[config.mk]
export PLATFORM = sky130hd
export DESIGN_NAME = sha256_message_padder
export DESIGN_NICKNAME = d
export VERILOG_FILES = /design/src/rtl/sha_pad_pkg.sv /design/src/rtl/sha_pad_front.sv /design/src/rtl/sha_pad_fifo.sv /design/src/rtl/sha_pad_back.sv /design/src/rtl/sha256_message_padder.sv
export SDC_FILE = /design/constraint.sdc
export NUM_CORES = 1
export LEC_CHECK = 0
export ABC_AREA = 1
export BUFFER_PORTS_ARGS = -buffer_cell sky130_fd_sc_hd__buf_4
export CORE_MARGIN = 5
export CORE_UTILIZATION = 50
export CTS_BUF_LIST = sky130_fd_sc_hd__clkbuf_2
export CTS_CLUSTER_SIZE = 24
export DETAILED_ROUTE_END_ITERATION = 8
export HOLD_SLACK_MARGIN = 0.12
export PLACE_DENSITY = 0.78
export SYNTH_ARGS = -nofsm -noshare
export SYNTH_HDL_FRONTEND = slang
export SYNTH_SLANG_ARGS = --single-unit
[constraint.sdc]
create_clock -name clk -period 17 [get_ports clk]
set_input_delay 3.4 -clock clk [delete_from_list [all_inputs] [get_ports clk]]
set_output_delay 3.4 -clock clk [all_outputs]
set_load 0.01 [all_outputs]
[src/rtl/sha_pad_pkg.sv]
// Shared types and constants for the SHA-256 message padder.
// Used by the front end, command queue, back end and top level; no dependencies.
`timescale 1ns / 1ps

package sha_pad_pkg;

	// Padding constants.
	localparam logic [7:0] PAD_MARK = 8'h80;
	localparam logic [7:0] FILL_BYTE = 8'h00;

	// Word positions inside a 16-word block.
	localparam logic [3:0] LEN_HI_IDX = 4'd14;
	localparam logic [3:0] LEN_LO_IDX = 4'd15;

	// Command queue geometry.
	localparam int CMD_DEPTH = 4;
	localparam int CMD_PTR_W = 2;
	localparam int CMD_CNT_W = 3;

	// Command kinds.
	localparam logic CMD_WORD = 1'b0;
	localparam logic CMD_CLOSE = 1'b1;

	typedef struct packed {
		logic [7:0] message_byte;
		logic       byte_present;
		logic       end_of_message;
	} in_item_t;

	typedef struct packed {
		logic [31:0] msg_word;
		logic [3:0]  word_index;
		logic        first_block;
		logic        final_block;
		logic        run_last;
	} out_item_t;

	// One command from the front end to the back end. A word command carries a
	// finished data word; a close command carries the padded word, where it sits,
	// whether an extra block follows and the 64-bit message length in bits.
	typedef struct packed {
		logic        kind;
		logic [31:0] word;
		logic [3:0]  idx;
		logic        first;
		logic        extra;
		logic [63:0] bits;
	} cmd_t;

endpackage

[src/rtl/sha_pad_front.sv]
// Front end of the SHA-256 message padder: packs bytes, tracks the message
// length and turns each input item into at most one command. Depends on sha_pad_pkg.
`timescale 1ns / 1ps

module sha_pad_front (
	input  logic                 clk,
	input  logic                 arst_n,
	input  logic                 accept,
	input  sha_pad_pkg::in_item_t item,
	output logic                 cmd_push,
	output sha_pad_pkg::cmd_t     cmd
);
	import sha_pad_pkg::*;

	logic [23:0] partial_q;
	logic [5:0]  pos_q;
	logic [60:0] count_q;
	logic        first_q;

	logic        is_byte;
	logic        is_close;
	logic [31:0] padded;

	assign is_byte = item.byte_present;
	assign is_close = !item.byte_present && item.end_of_message;

	// The incomplete word followed by the pad mark and zero fill.
	always_comb begin
		case (pos_q[1:0])
			2'd0: padded = {PAD_MARK, FILL_BYTE, FILL_BYTE, FILL_BYTE};
			2'd1: padded = {partial_q[7:0], PAD_MARK, FILL_BYTE, FILL_BYTE};
			2'd2: padded = {partial_q[15:0], PAD_MARK, FILL_BYTE};
			2'd3: padded = {partial_q[23:0], PAD_MARK};
			default: padded = {PAD_MARK, FILL_BYTE, FILL_BYTE, FILL_BYTE};
		endcase
	end

	always_comb begin
		cmd.kind = is_close ? CMD_CLOSE : CMD_WORD;
		cmd.word = is_close ? padded : {partial_q, item.message_byte};
		cmd.idx = pos_q[5:2];
		cmd.first = first_q;
		cmd.extra = (pos_q[5:3] == 3'b111);
		cmd.bits = {count_q, 3'b000};
		cmd_push = accept && (is_close || (is_byte && (pos_q[1:0] == 2'd3)));
	end

	always_ff @(posedge clk or negedge arst_n) begin
		if (!arst_n) begin
			partial_q <= '0;
			pos_q <= '0;
			count_q <= '0;
			first_q <= 1'b1;
		end else if (accept && is_byte) begin
			if (pos_q[1:0] == 2'd3) begin
				partial_q <= '0;
			end else begin
				partial_q <= {partial_q[15:0], item.message_byte};
			end
			pos_q <= pos_q + 6'd1;
			if (pos_q == 6'd63) begin
				first_q <= 1'b0;
			end
			count_q <= count_q + 61'd1;
		end else if (accept && is_close) begin
			partial_q <= '0;
			pos_q <= '0;
			count_q <= '0;
			first_q <= 1'b1;
		end
	end

endmodule

[src/rtl/sha_pad_fifo.sv]
// Short command queue between the padder's front and back ends.
// Depends on sha_pad_pkg for the command type and depth.
`timescale 1ns / 1ps

module sha_pad_fifo (
	input  logic             clk,
	input  logic             arst_n,
	input  logic             push,
	input  sha_pad_pkg::cmd_t wdata,
	input  logic             pop,
	output sha_pad_pkg::cmd_t rdata,
	output logic             full,
	output logic             empty
);
	import sha_pad_pkg::*;

	cmd_t                 slots_q [CMD_DEPTH];
	logic [CMD_PTR_W-1:0] wr_ptr_q;
	logic [CMD_PTR_W-1:0] rd_ptr_q;
	logic [CMD_CNT_W-1:0] cnt_q;
	logic                 do_push;
	logic                 do_pop;

	assign full = (cnt_q == CMD_CNT_W'(CMD_DEPTH));
	assign empty = (cnt_q == '0);
	assign do_push = push && !full;
	assign do_pop = pop && !empty;
	assign rdata = slots_q[rd_ptr_q];

	always_ff @(posedge clk) begin
		if (do_push) begin
			slots_q[wr_ptr_q] <= wdata;
		end
	end

	always_ff @(posedge clk or negedge arst_n) begin
		if (!arst_n) begin
			wr_ptr_q <= '0;
			rd_ptr_q <= '0;
			cnt_q <= '0;
		end else begin
			if (do_push) begin
				wr_ptr_q <= wr_ptr_q + CMD_PTR_W'(1);
			end
			if (do_pop) begin
				rd_ptr_q <= rd_ptr_q + CMD_PTR_W'(1);
			end
			if (do_push && !do_pop) begin
				cnt_q <= cnt_q + CMD_CNT_W'(1);
			end else if (do_pop && !do_push) begin
				cnt_q <= cnt_q - CMD_CNT_W'(1);
			end
		end
	end

endmodule

[src/rtl/sha_pad_back.sv]
// Back end of the SHA-256 message padder: expands commands into block words
// and holds the output register. Depends on sha_pad_pkg.
`timescale 1ns / 1ps

module sha_pad_back (
	input  logic                  clk,
	input  logic                  arst_n,
	input  sha_pad_pkg::cmd_t      cmd,
	input  logic                  cmd_empty,
	output logic                  cmd_pop,
	output sha_pad_pkg::out_item_t result,
	output logic                  empty,
	input  logic                  pop
);
	import sha_pad_pkg::*;

	out_item_t   out_q;
	logic        out_valid_q;
	logic        busy_q;
	logic [3:0]  idx_q;
	logic        second_q;
	logic        extra_q;
	logic        first_q;
	logic [63:0] bits_q;

	logic        taken;
	logic        free;
	logic        start;
	logic        step;
	logic        tail;
	out_item_t   nxt;

	assign taken = pop && out_valid_q;
	assign free = !out_valid_q || taken;
	assign start = !busy_q && !cmd_empty && free;
	assign step = busy_q && free;
	assign cmd_pop = start;
	assign tail = !extra_q || second_q;

	always_comb begin
		if (busy_q) begin
			if (tail && (idx_q == LEN_HI_IDX)) begin
				nxt.msg_word = bits_q[63:32];
			end else if (tail && (idx_q == LEN_LO_IDX)) begin
				nxt.msg_word = bits_q[31:0];
			end else begin
				nxt.msg_word = '0;
			end
			nxt.word_index = idx_q;
			nxt.first_block = first_q && !second_q;
			nxt.final_block = tail;
			nxt.run_last = tail && (idx_q == LEN_LO_IDX);
		end else begin
			nxt.msg_word = cmd.word;
			nxt.word_index = cmd.idx;
			nxt.first_block = cmd.first;
			nxt.final_block = (cmd.kind == CMD_CLOSE) && !cmd.extra;
			nxt.run_last = (cmd.kind == CMD_WORD);
		end
	end

	always_ff @(posedge clk) begin
		if (start || step) begin
			out_q <= nxt;
		end
		if (start) begin
			extra_q <= cmd.extra;
			first_q <= cmd.first;
			bits_q <= cmd.bits;
		end
	end

	always_ff @(posedge clk or negedge arst_n) begin
		if (!arst_n) begin
			out_valid_q <= 1'b0;
			busy_q <= 1'b0;
			idx_q <= '0;
			second_q <= 1'b0;
		end else begin
			if (start || step) begin
				out_valid_q <= 1'b1;
			end else if (taken) begin
				out_valid_q <= 1'b0;
			end
			if (start && (cmd.kind == CMD_CLOSE)) begin
				busy_q <= 1'b1;
				idx_q <= cmd.idx + 4'd1;
				second_q <= (cmd.idx == LEN_LO_IDX);
			end else if (step) begin
				if (nxt.run_last) begin
					busy_q <= 1'b0;
				end
				idx_q <= idx_q + 4'd1;
				if (idx_q == LEN_LO_IDX) begin
					second_q <= 1'b1;
				end
			end
		end
	end

	assign result = out_q;
	assign empty = !out_valid_q;

endmodule

[src/rtl/sha256_message_padder.sv]
// Top level of the SHA-256 message padder: front end, command queue, back end.
// Depends on sha_pad_pkg, sha_pad_front, sha_pad_fifo and sha_pad_back.
`timescale 1ns / 1ps

// Usage:
// The input channel takes one item per cycle when push is high and full is
// low. An item carrying a byte appends it to the message; an empty item with
// end_of_message set closes the message; an empty item without it is ignored.
// The result channel behaves as the read side of a queue: while empty is low
// the oldest block word is on result, and pop takes it.
// Every fourth byte produces one word. A closing item produces 3 to 18 words:
// the padded current word, zero fill, an extra block when 56 or more bytes
// already sit in the block, and the 64-bit bit count in words 14 and 15.
// A word passes through the command queue and the output register on its way
// to result, and leaves the back end only when the result side is free. Bytes
// are taken at one per cycle; a closing item occupies the back end while it
// produces its words, and meanwhile the front end keeps taking bytes of the next
// message until the four-entry command queue fills, which raises full.
// When pop stays low the output register holds its word, the back end stops,
// and the queue absorbs commands until full rises. Nothing is lost.
// Reset clears the queue, the output valid flag and the message state; the
// block can accept an item as soon as reset is released.
module sha256_message_padder (
	input  logic                  clk,
	input  logic                  arst_n,
	input  logic                  push,
	output logic                  full,
	input  sha_pad_pkg::in_item_t  message,
	output logic                  empty,
	input  logic                  pop,
	output sha_pad_pkg::out_item_t result
);
	import sha_pad_pkg::*;

	logic accept;
	logic cmd_push;
	logic cmd_pop;
	logic cmd_full;
	logic cmd_empty;
	cmd_t cmd_in;
	cmd_t cmd_out;

	// The front end can always absorb an item as long as the queue has room.
	assign full = cmd_full;
	assign accept = push && !cmd_full;

	sha_pad_front u_front (
		.clk      (clk),
		.arst_n   (arst_n),
		.accept   (accept),
		.item     (message),
		.cmd_push (cmd_push),
		.cmd      (cmd_in)
	);

	sha_pad_fifo u_fifo (
		.clk    (clk),
		.arst_n (arst_n),
		.push   (cmd_push),
		.wdata  (cmd_in),
		.pop    (cmd_pop),
		.rdata  (cmd_out),
		.full   (cmd_full),
		.empty  (cmd_empty)
	);

	sha_pad_back u_back (
		.clk       (clk),
		.arst_n    (arst_n),
		.cmd       (cmd_out),
		.cmd_empty (cmd_empty),
		.cmd_pop   (cmd_pop),
		.result    (result),
		.empty     (empty),
		.pop       (pop)
	);

endmodule

==> results.json, run 1 <==
{
  "swShare_pct": 36.07,
  "antenna_found_initial": 1,
  "die_y_um": 234.4,
  "port_buffers": 54,
  "finalPower_mw": 4.062,
  "pin_count": 55,
  "insertion_delay_ns": 1.18,
  "h-tree-depth": 4,
  "syn_nets": 2169,
  "rsz0062_at_grt": "false",
  "areaGrowthSynthToFinish_pct": 9.295,
  "switching_power_mw": 1.465,
  "synth-edff-count": 502,
  "die_w_um": 234.4,
  "cap_violations": 0,
  "dieArea_mm2": 0.05493,
  "hold_start": "u_front.partial_q[23]",
  "drt-vias-per-instance": 5.767,
  "post_cts_buffers": 0,
  "synth_top_family_by_area": "simple AND/OR/NAND/NOR gates",
  "rows": 82,
  "finalHoldViolCount": 0,
  "synthXorXnorAreaFrac_pct": 0.8003,
  "seqPwrFrac_pct": 49.7,
  "overflow": 0,
  "stdcell_area_mm2": 0.02751,
  "setup_violations": 0,
  "hpwlAfterDp_um": 38450,
  "synth_area_leaders": "edfxtp_1 (60%), dfrtp_1 (10%), nand2_1 (4.7%), o21ai_0 (4.6%), nor2_1 (3.3%)",
  "status": "completed",
  "avgSynthCellArea_um2": 11.75,
  "fmax_ghz": 0.1824,
  "cts_resized": 0,
  "intPower_mw": 2.596,
  "synth-simple-area-share_pct": 12.57,
  "end_kind": "output port",
  "clockPowerShare_pct": 23.5,
  "post-route-period-util_pct": 32.25,
  "fin_skew_ns": 0.09621,
  "critPathArrivalTime_ns": 2.08,
  "drt-total-wl_um": 63040,
  "drv_slew": 0,
  "synthCells": 2143,
  "grt_pass1_wl_um": 96650,
  "placed_area_mm2": 0.02617,
  "cts_tree": "yes",
  "worstPathRequired_ns": 13.60,
  "ys_types": 45,
  "post-route-util_pct": 55.06,
  "power_density_mw_per_mm2": 147.6,
  "yosysTopAreaCell": "edfxtp_1",
  "ctsHoldBuffers": 0,
  "grt_use_total_pct": 22.91,
  "synth-seq-cells": 608,
  "hold_path.class": "register to register",
  "firstDrtPassIters": 6,
  "final_nets": 2285,
  "synth_adder_area_share_pct": 0.6263,
  "reg2reg_from": "u_back.busy_q",
  "grt_start_max_net_pins": 122,
  "grt_pass1_vias": 17010,
  "final_antenna_net_count": 0,
  "cts_root_buffer": "clkbuf_2",
  "place.gp.congestion": 0.9529,
  "drc": 0,
  "synth_seq_area_share_pct": 70.43,
  "synth_top_cell_area_share_pct": 59.89,
  "wl_per_cell_um": 20.75,
  "cts_buffers": 146,
  "yosys_most_used_dff": "edfxtp_1",
  "startpoint_type": "register",
  "drt_first_iter_violations": 2127,
  "synth_compound_area_share_pct": 11.28,
  "regToRegSetupSlack_ns": 13.22,
  "vdd_ir_drop_max_mv": 0.07845,
  "cp_max_fo": 4,
  "clkSlewWorstSetupHoldPaths_ns": 0.11,
  "tightest_slew_ns": 1.116,
  "fin_crit_ns": 5.483,
  "leakagePower_nw": 10.05,
  "drive_gt1_share_pct": 15.43,
  "synthArstFlopShare_pct": 17.43,
  "cts_sinks": 608,
  "start_util_pct": 50.38,
  "design.core.area_mm2": 0.04997,
  "synthMuxAreaShare_pct": 0.1243,
  "crit_start": "u_fifo.cnt_q[0]",
  "syn_area_mm2": 0.02517,
  "dr_total_vias": 17520,
  "critPathKind": "register to output port",
  "slew_headroom_pct": 25.59,
  "cts_max_path_buffers": 3,
  "finalSetupTns_ns": 0,
  "combPwrFrac_pct": 26.9,
  "yosys_warnings": 0
}
==> sequential cells by signal (all words and copies together), names as in the netlist <==
register and count:
u_fifo.slots_q 400, u_back.bits_q 61, u_front.count_q 61, u_back.result 39, u_front.partial_q 24, u_front.pos_q 6, u_back.idx_q 4, u_fifo.cnt_q 3
u_fifo.rd_ptr_q 2, u_fifo.wr_ptr_q 2, u_back.busy_q 1, u_back.extra_q 1, u_back.first_q 1, u_back.out_valid_q 1, u_back.second_q 1, u_front.first_q 1
==> synth_stat cells (10+ instances only) <==
master    count
nor3_1       25
xor2_1       19
clkbuf_1     58
nand3_1     111
a21oi_1      80
dfrtp_1     105
edfxtp_1    502
nand2_2      10
o21ai_1      21
o21ai_0     233
inv_1       145
a32o_1       29
o22ai_1     127
buf_2        41
nor2_1      220
nor2_2       11
nand2_1     318
nand4_1      16
ha_1         11
==> logic make-up (layout without fill, tap and decap cells) <==
family                   count (synthesis)  in the layout
AO/OA/AOI/OAI                          500            500
XOR/XNOR                                23             23
adder cells (fa/ha/maj)                 12             12
buffers and inverters                  261            483
flip-flops                             608            608
multiplexers                             3              3
other                                    0              1
AND/OR/NAND/NOR                        736            736
==> worst paths after layout <==
check,to,cells past startpoint
max,full,4
max in group asynchronous,u_front.partial_q[10],2
min in group asynchronous,u_front.count_q[33],1
min,u_front.partial_q[23],2
min reg2reg,u_front.partial_q[23],2
max reg2reg,u_fifo.cnt_q[1],10
==> through the flow <==
stage	worst slack, ns	hold WS (ns)	instances
detailed placement	10.53	0.5203	2783
finish	11.52	0.5489	3038
floorplan	8.131	0.4710	2143
global placement	10.68	0.5132	2783
CTS	11.42	0.5454	3037
global route	11.35	0.5630	3038
==> power groups by stage <==
stage	clock, mW	sequential, mW	combinational [mW]
final	0.953	2.02	1.09
after global placement	0	2.04	1.03
after detailed placement	0	2.05	1.08
after global routing	1.05	2.04	1.19
after floorplan	0	2.01	0.722
after CTS	0.977	2.01	1.08
==> critical path, stage by stage, from the launching register on <==
cell and delay [ns]:
dfrtp_1 0.46, nor2_1 0.15, nand2_2 0.13, inv_1 0.08, buf_4 0.11
==> per-layer routing <==
layer / vias up / GRT usage [%] / part of all wire (%)
met5: - / 0 / 0
met4: 0 / 9.469 / 3.2
met3: 134 / 4.274 / 8.2
met2: 868 / 36.81 / 48
met1: 8525 / 31.10 / 40
li1: 7994 / - / -
==> cell usage in the layout, fill, tap and decap left out, types with 3 or more instances in the layout <==
master	count
inv_2	13
nand2_2	10
nand2_1	318
o21ai_1	21
a21oi_1	79
nand3b_1	5
clkbuf_2	211
dfrtp_1	103
a221o_1	3
nor2_2	11
bufinv_16	4
nand3_1	110
inv_1	144
clkinv_1	22
a32o_1	29
xor2_1	19
ha_1	11
o21ai_0	233
buf_4	75
nor2_1	216
edfxtp_1	502
clkinv_2	12
nor2_4	13
o22ai_1	127
nand4_1	16
nor3_1	24
xnor2_1	4
==> cell type report <==
| type | instances | area (µm²) |
|---|---|---|
| Fill cell | 4149 | 22460 |
| Sequential cell | 608 | 17730 |
| Multi-Input combinational cell | 1274 | 6446 |
| Clock buffer | 211 | 1056 |
| Tap cell | 672 | 840.8 |
| Inverter | 154 | 585.6 |
| Timing Repair Buffer | 75 | 563.0 |
| Clock inverter | 43 | 282.8 |
| Antenna cell | 1 | 2.502 |
Power figures use the tool's default switching activity.
==> run 2: changes to the inputs <==
Settings changed: ABC_AREA 1 to 0, PLACE_DENSITY 0.78 to 0.81.
Clock period 17 ns to 4.6 ns, I/O delays scaled along.
==> run 2 against run 1 <==
Net effect:
- final cell count decreased by 26%
- register-to-register slack got worse by 12 ns
- clock power increased to 3.8 times the previous value
- sequential cell count unchanged
- clock skew increased by 0.0087 ns
- critical path depth decreased by 1
- utilization increased by 1.0 points
- area after synthesis decreased by 4.8%
- critical path type unchanged
- critical endpoint unchanged
==> results.json, run 2 <==
{
  "setup_violations": 0,
  "dr_total_vias": 13280,
  "insertion_delay_ns": 1.11,
  "design.core.area_mm2": 0.04755,
  "syn_area_mm2": 0.02396,
  "combPwrFrac_pct": 22.3,
  "rr_worst_depth": 7,
  "fmax_ghz": 0.3004,
  "stdcell_count": 2260,
  "die_y_um": 228.9,
  "grt_pass1_wl_um": 78350,
  "crit_start": "u_fifo.cnt_q[0]",
  "drive_gt1_share_pct": 27.49,
  "place_ws_ns": 1.097,
  "finalHoldViolCount": 0,
  "drt-vias-per-instance": 5.877,
  "endpoint": "full",
  "cts_resized": 0,
  "cts_sinks": 608,
  "largest-register": "u_fifo.slots_q",
  "synth_top_family_by_area": "multiplexers",
  "yosys_most_used_dff": "edfxtp_1",
  "firstDrtPassIters": 5,
  "fill_cells": 3495,
  "drt-total-wl_um": 49830,
  "cts_buffers": 148,
  "synthArstFlopShare_pct": 17.43,
  "tightest_slew_ns": 0.9709,
  "areaGrowthSynthToFinish_pct": 11.30,
  "end_kind": "output port",
  "final_common_cell": "edfxtp_1",
  "hold_path.class": "primary input to async pin",
  "vdd_ir_drop_max_mv": 0.4096,
  "power_density_mw_per_mm2": 530.9,
  "finalSetupTns_ns": 0,
  "synth-simple-area-share_pct": 6.189,
  "rows": 80,
  "drc": 0,
  "critPathArrivalTime_ns": 2.41,
  "syn_nets": 1377,
  "clkSlewWorstSetupHoldPaths_ns": 0.12,
  "intPower_mw": 9.849,
  "yosysTopAreaCell": "edfxtp_1",
  "regToRegSetupSlack_ns": 1.45,
  "clockPowerShare_pct": 25.4,
  "grt_start_max_net_pins": 86,
  "setup_slack_ns": 1.271,
  "grt_use_total_pct": 19.14,
  "h-tree-depth": 4,
  "yosys_warnings": 0,
  "reg2reg_from": "u_fifo.cnt_q[2]",
  "overflow": 0,
  "synth_most_common_cell": "edfxtp_1",
  "die_w_um": 228.9,
  "mostFrequentLayoutCells": "edfxtp_1 (502), clkbuf_2 (229), nand2_1 (129)",
  "hpwlAfterDp_um": 30370,
  "synth-edff-count": 502,
  "worstPathRequired_ns": 3.68,
  "cts_max_path_buffers": 3,
  "fin_crit_ns": 3.329,
  "synth_seq_area_share_pct": 74.00,
  "final_antenna_net_count": 0,
  "cts_tree": "yes",
  "dpl.cell_count": 1975,
  "largest_reg_flops": 400,
  "dieArea_mm2": 0.05239,
  "stdcell_area_mm2": 0.02666,
  "ys_types": 54,
  "synthXorXnorAreaFrac_pct": 0.2925,
  "critPathKind": "register to output port",
  "synth_area_leaders": "edfxtp_1 (63%), dfrtp_1 (11%), mux4_2 (9.4%), mux2i_1 (2.8%), nand2_1 (2.0%)",
  "wl_per_cell_um": 22.05,
  "synth_top_cells_by_count": "edfxtp_1 (502), nand2_1 (130), dfrtp_1 (105), mux4_2 (100), mux2i_1 (67)",
  "top_regs": "u_fifo.slots_q: 400 flops, u_back.bits_q: 61 flops, u_front.count_q: 61 flops",
  "grt_pass1_vias": 13910,
  "startpoint_type": "register",
  "post-route-period-util_pct": 72.38,
  "cp_max_fo": 5,
  "slowest_stage": "or3b_2",
  "switching_power_mw": 4.308,
  "synth_adder_area_share_pct": 0.6581,
  "rsz0062_at_grt": "false",
  "port_buffers": 54,
  "slew_headroom_pct": 35.05,
  "final_nets": 1547,
  "r2r-end": "u_fifo.slots_q[3][81]",
  "placed_area_mm2": 0.02512,
  "synthMuxAreaShare_pct": 12.48,
  "cts_root_buffer": "clkbuf_2",
  "fin_skew_ns": 0.1049,
  "swShare_pct": 30.43,
  "status": "completed",
  "leakagePower_nw": 9.870,
  "antenna_found_initial": 1,
  "path_cells": "or3b_2 > inv_1 > buf_4",
  "start_util_pct": 50.39,
  "drt_first_iter_violations": 1134,
  "drv_slew": 0,
  "synth_top_cell_area_share_pct": 62.92,
  "synth_compound_area_share_pct": 4.774,
  "pin_count": 55,
  "place.gp.congestion": 0.8382,
  "synthCells": 1351,
  "cpPeakStageDelay_ns": 0.59,
  "seqPwrFrac_pct": 52.2,
  "cap_violations": 0,
  "avgSynthCellArea_um2": 17.73,
  "synth-seq-cells": 608
}
run 2: cell families after synthesis:
group	after synthesis
AO/OA/AOI/OAI	164
XOR/XNOR	8
adder cells (fa/ha/maj)	12
buffers and inverters	93
flip-flops	608
multiplexers	173
AND/OR/NAND/NOR	293
run 2: worst min path at each step:
stage | start | end | slack, ns | cells past startpoint
3_3_place_gp | u_front.partial_q[23] | u_front.partial_q[23] | 0.48 | 1
5_1_grt | arst_n | u_front.partial_q[1] | 0.38 | 2
2_1_floorplan | u_front.partial_q[23] | u_front.partial_q[23] | 0.47 | 1
4_1_cts | arst_n | u_front.partial_q[1] | 0.31 | 2
3_5_place_dp | u_front.partial_q[22] | u_front.partial_q[22] | 0.51 | 1
6_report | arst_n | u_front.partial_q[0] | 0.39 | 2
run 2: area by class of cell:
cell class                      count  area, µm²  area share (%)
Sequential cell                   608      17740           66.52
Multi-Input combinational cell    650       5862           21.98
Clock buffer                      229       1146           4.298
Timing Repair Buffer               93      788.3           2.956
Tap cell                          615      769.5           2.886
Clock inverter                     44      282.8           1.061
Inverter                           20      75.07          0.2816
Antenna cell                        1      2.502        0.009385
run 2: per-layer routing:
metal  vias to the layer above  wire [µm]  global-route usage, %
met2                       593      25020                  31.13
met4                         0       1112                  7.405
met5                         -          0                      0
met3                        93       3921                  5.093
li1                       5837          -                      -
met1                      6758      19780                  25.04
run 2: through the flow:
step                utilization (%)  hold slack, ns  power [mW]
global route                  56.08          0.3820       14.88
finish                        56.08          0.3932       14.16
global placement              52.84          0.4837       10.58
CTS                           56.07          0.3091       14.29
detailed placement            52.84          0.5050       10.69
floorplan                         -          0.4663       9.552
run 2: timing repair:
action | CTS | global route
endpoints found under the hold margin | 67 | 0
hold buffers | 11 | 0
setup buffers | 0 | 0
run 2: critical path, delay by kind of cell (launching register included):
| family | cells | cell delay [ns] |
|---|---|---|
| simple gates | 1 | 0.59 |
| flops | 1 | 0.45 |
| buf+inv | 2 | 0.28 |
run 2: power groups by stage:
| stage | sequential (mW) | clock (mW) | combinational [mW] |
|---|---|---|---|
| 6_report | 7.39 | 3.60 | 3.16 |
| 2_1_floorplan | 7.30 | 0 | 2.26 |
| 5_1_grt | 7.46 | 3.99 | 3.42 |
| 3_3_place_gp | 7.48 | 0 | 3.09 |
| 4_1_cts | 7.39 | 3.69 | 3.20 |
| 3_5_place_dp | 7.51 | 0 | 3.18 |
==> run 3: changes to the inputs <==
Settings changed: ABC_AREA 0 to 1, PLACE_DENSITY 0.81 to 0.78.
Clock period 4.6 ns to 3.2 ns, I/O delays scaled along.
==> run 3 against run 2 <==
Net effect:
- register-to-register slack got worse by 1.1 ns
- first-iteration DRC count rose by 66%
- power grew 53%
- worst hold slack lost 0.0068 ns
- count of clock-buffer cells in the layout shrank 13
- largest power group unchanged
- utilization grew 0.13 points
- sequential power increased by 45%
- sequential share of layout area shrank 3.4 points
==> results.json, run 3 (synthesized netlist as in run 1, its figures left out) <==
{
  "status": "completed",
  "clockPowerShare_pct": 24.3,
  "leakagePower_nw": 10.29,
  "dieArea_mm2": 0.05493,
  "place.gp.congestion": 0.9731,
  "power_density_mw_per_mm2": 773.1,
  "drt-vias-per-instance": 5.799,
  "die_y_um": 234.4,
  "switching_power_mw": 7.617,
  "post-route-period-util_pct": 89.23,
  "drt_first_iter_violations": 1883,
  "drv_slew": 0,
  "die_w_um": 234.4,
  "drc": 0,
  "dr_total_vias": 17850,
  "cts_tree": "yes",
  "critPathArrivalTime_ns": 3.84,
  "grt_use_total_pct": 22.94,
  "swShare_pct": 35.08,
  "whs_ns": 0.3864,
  "startpoint_type": "register",
  "cts_resized": 0,
  "start_util_pct": 50.38,
  "rsz0062_at_grt": "false",
  "tightest_slew_ns": 0.8501,
  "seqPwrFrac_pct": 49.2,
  "fill_cells": 4061,
  "wl_per_cell_um": 20.65,
  "cts_buffers": 144,
  "final_common_cell": "edfxtp_1",
  "rows": 82,
  "grt_pass1_vias": 17310,
  "intPower_mw": 14.10,
  "final_nets": 2314,
  "worstPathRequired_ns": 4.18,
  "firstDrtPassIters": 6,
  "cts_root_buffer": "clkbuf_2",
  "final_antenna_net_count": 0,
  "cts_max_path_buffers": 3,
  "grt_pass1_wl_um": 96700,
  "combPwrFrac_pct": 26.5,
  "finalHoldViolCount": 0,
  "pin_count": 55,
  "cts_sinks": 608,
  "design.core.area_mm2": 0.04997,
  "top_regs": "u_fifo.slots_q: 400 flops, u_back.bits_q: 61 flops, u_front.count_q: 61 flops",
  "fin_crit_ns": 2.855,
  "hpwlAfterDp_um": 38690,
  "setup_violations": 0,
  "finalSetupTns_ns": 0,
  "clkSlewWorstSetupHoldPaths_ns": 0.12,
  "overflow": 0,
  "cap_violations": 0,
  "largest_reg_flops": 400,
  "fin_skew_ns": 0.08931,
  "fmax_ghz": 0.3502,
  "critPathKind": "register to register",
  "areaGrowthSynthToFinish_pct": 11.58,
  "antenna_found_initial": 2,
  "slew_headroom_pct": 42.73,
  "cp_max_fo": 24,
  "hold_path.class": "primary input to register",
  "largest-register": "u_fifo.slots_q",
  "h-tree-depth": 4,
  "mostFrequentLayoutCells": "edfxtp_1 (502), nand2_1 (317), o21ai_0 (233)",
  "drt-total-wl_um": 63570,
  "vdd_ir_drop_max_mv": 0.6194,
  "insertion_delay_ns": 1.14,
  "drive_gt1_share_pct": 16.05,
  "port_buffers": 54,
  "end_kind": "register",
  "grt_start_max_net_pins": 109
}
[run 3: what timing repair did]
item                                    CTS  global route
hold buffers                             17             0
hold endpoints to repair                180             0
buffers inserted                          0             2
endpoints found under the setup margin    0             5
[run 3: final timing paths]
kind,depth (start not counted),slack [ns],to,start
max,7,0.34,u_front.partial_q[17],u_fifo.cnt_q[0]
min,4,0.39,u_front.partial_q[6],message[8]
max reg2reg,7,0.34,u_front.partial_q[17],u_fifo.cnt_q[0]
min reg2reg,0,0.52,u_fifo.slots_q[3][62],u_front.first_q
max in group asynchronous,4,2.11,u_front.partial_q[17],arst_n
min in group asynchronous,3,0.54,u_front.count_q[20],arst_n
[run 3: area by class of cell]
class	instances	area, µm²	area share (%)
Timing Repair Buffer	106	1031	3.671
Clock buffer	216	1081	3.849
Clock inverter	47	349.1	1.243
Multi-Input combinational cell	1274	6461	23.01
Tap cell	672	840.8	2.994
Antenna cell	1	2.502	0.008910
Inverter	154	585.6	2.085
Sequential cell	608	17730	63.14
[run 3: power groups by stage]
stage | Combinational, mW | Sequential (mW) | Clock, mW
floorplan | 3.87 | 10.6 | 0
global placement | 5.40 | 10.8 | 0
detailed placement | 5.65 | 10.8 | 0
CTS | 5.70 | 10.7 | 5.39
global route | 6.29 | 10.8 | 5.82
finish | 5.76 | 10.7 | 5.27
[run 3: stage by stage]
| step | instances | power, mW | cell area, µm² | worst slack, ns | utilization, % |
|---|---|---|---|---|---|
| finish | 3078 | 21.71 | 28080 | 0.3447 | 56.21 |
| detailed placement | 2795 | 16.49 | 26450 | 0.6517 | 52.93 |
| global placement | 2795 | 16.20 | 26450 | 0.6128 | 52.93 |
| floorplan | 2143 | 14.49 | 25220 | 0.02289 | - |
| CTS | 3075 | 21.77 | 28070 | 0.09114 | 56.17 |
| global route | 3078 | 22.89 | 28080 | 0.2105 | 56.21 |
[run 3: per-layer routing]
metal | GRT usage (%) | wire (µm)
met5 | 0 | 0
met4 | 7.754 | 1345
met2 | 38.19 | 31050
met3 | 4.940 | 5732
met1 | 30.31 | 25450
[run 3: critical path, cell delays in order (launching register included)]
cell and delay [ns]:
dfrtp_1 0.48, nor2_1 0.10, nand2_2 0.12, nand3_4 0.07, dlygate4sd3_1 0.67, inv_2 0.33
nand2_1 0.59, o22ai_1 0.38
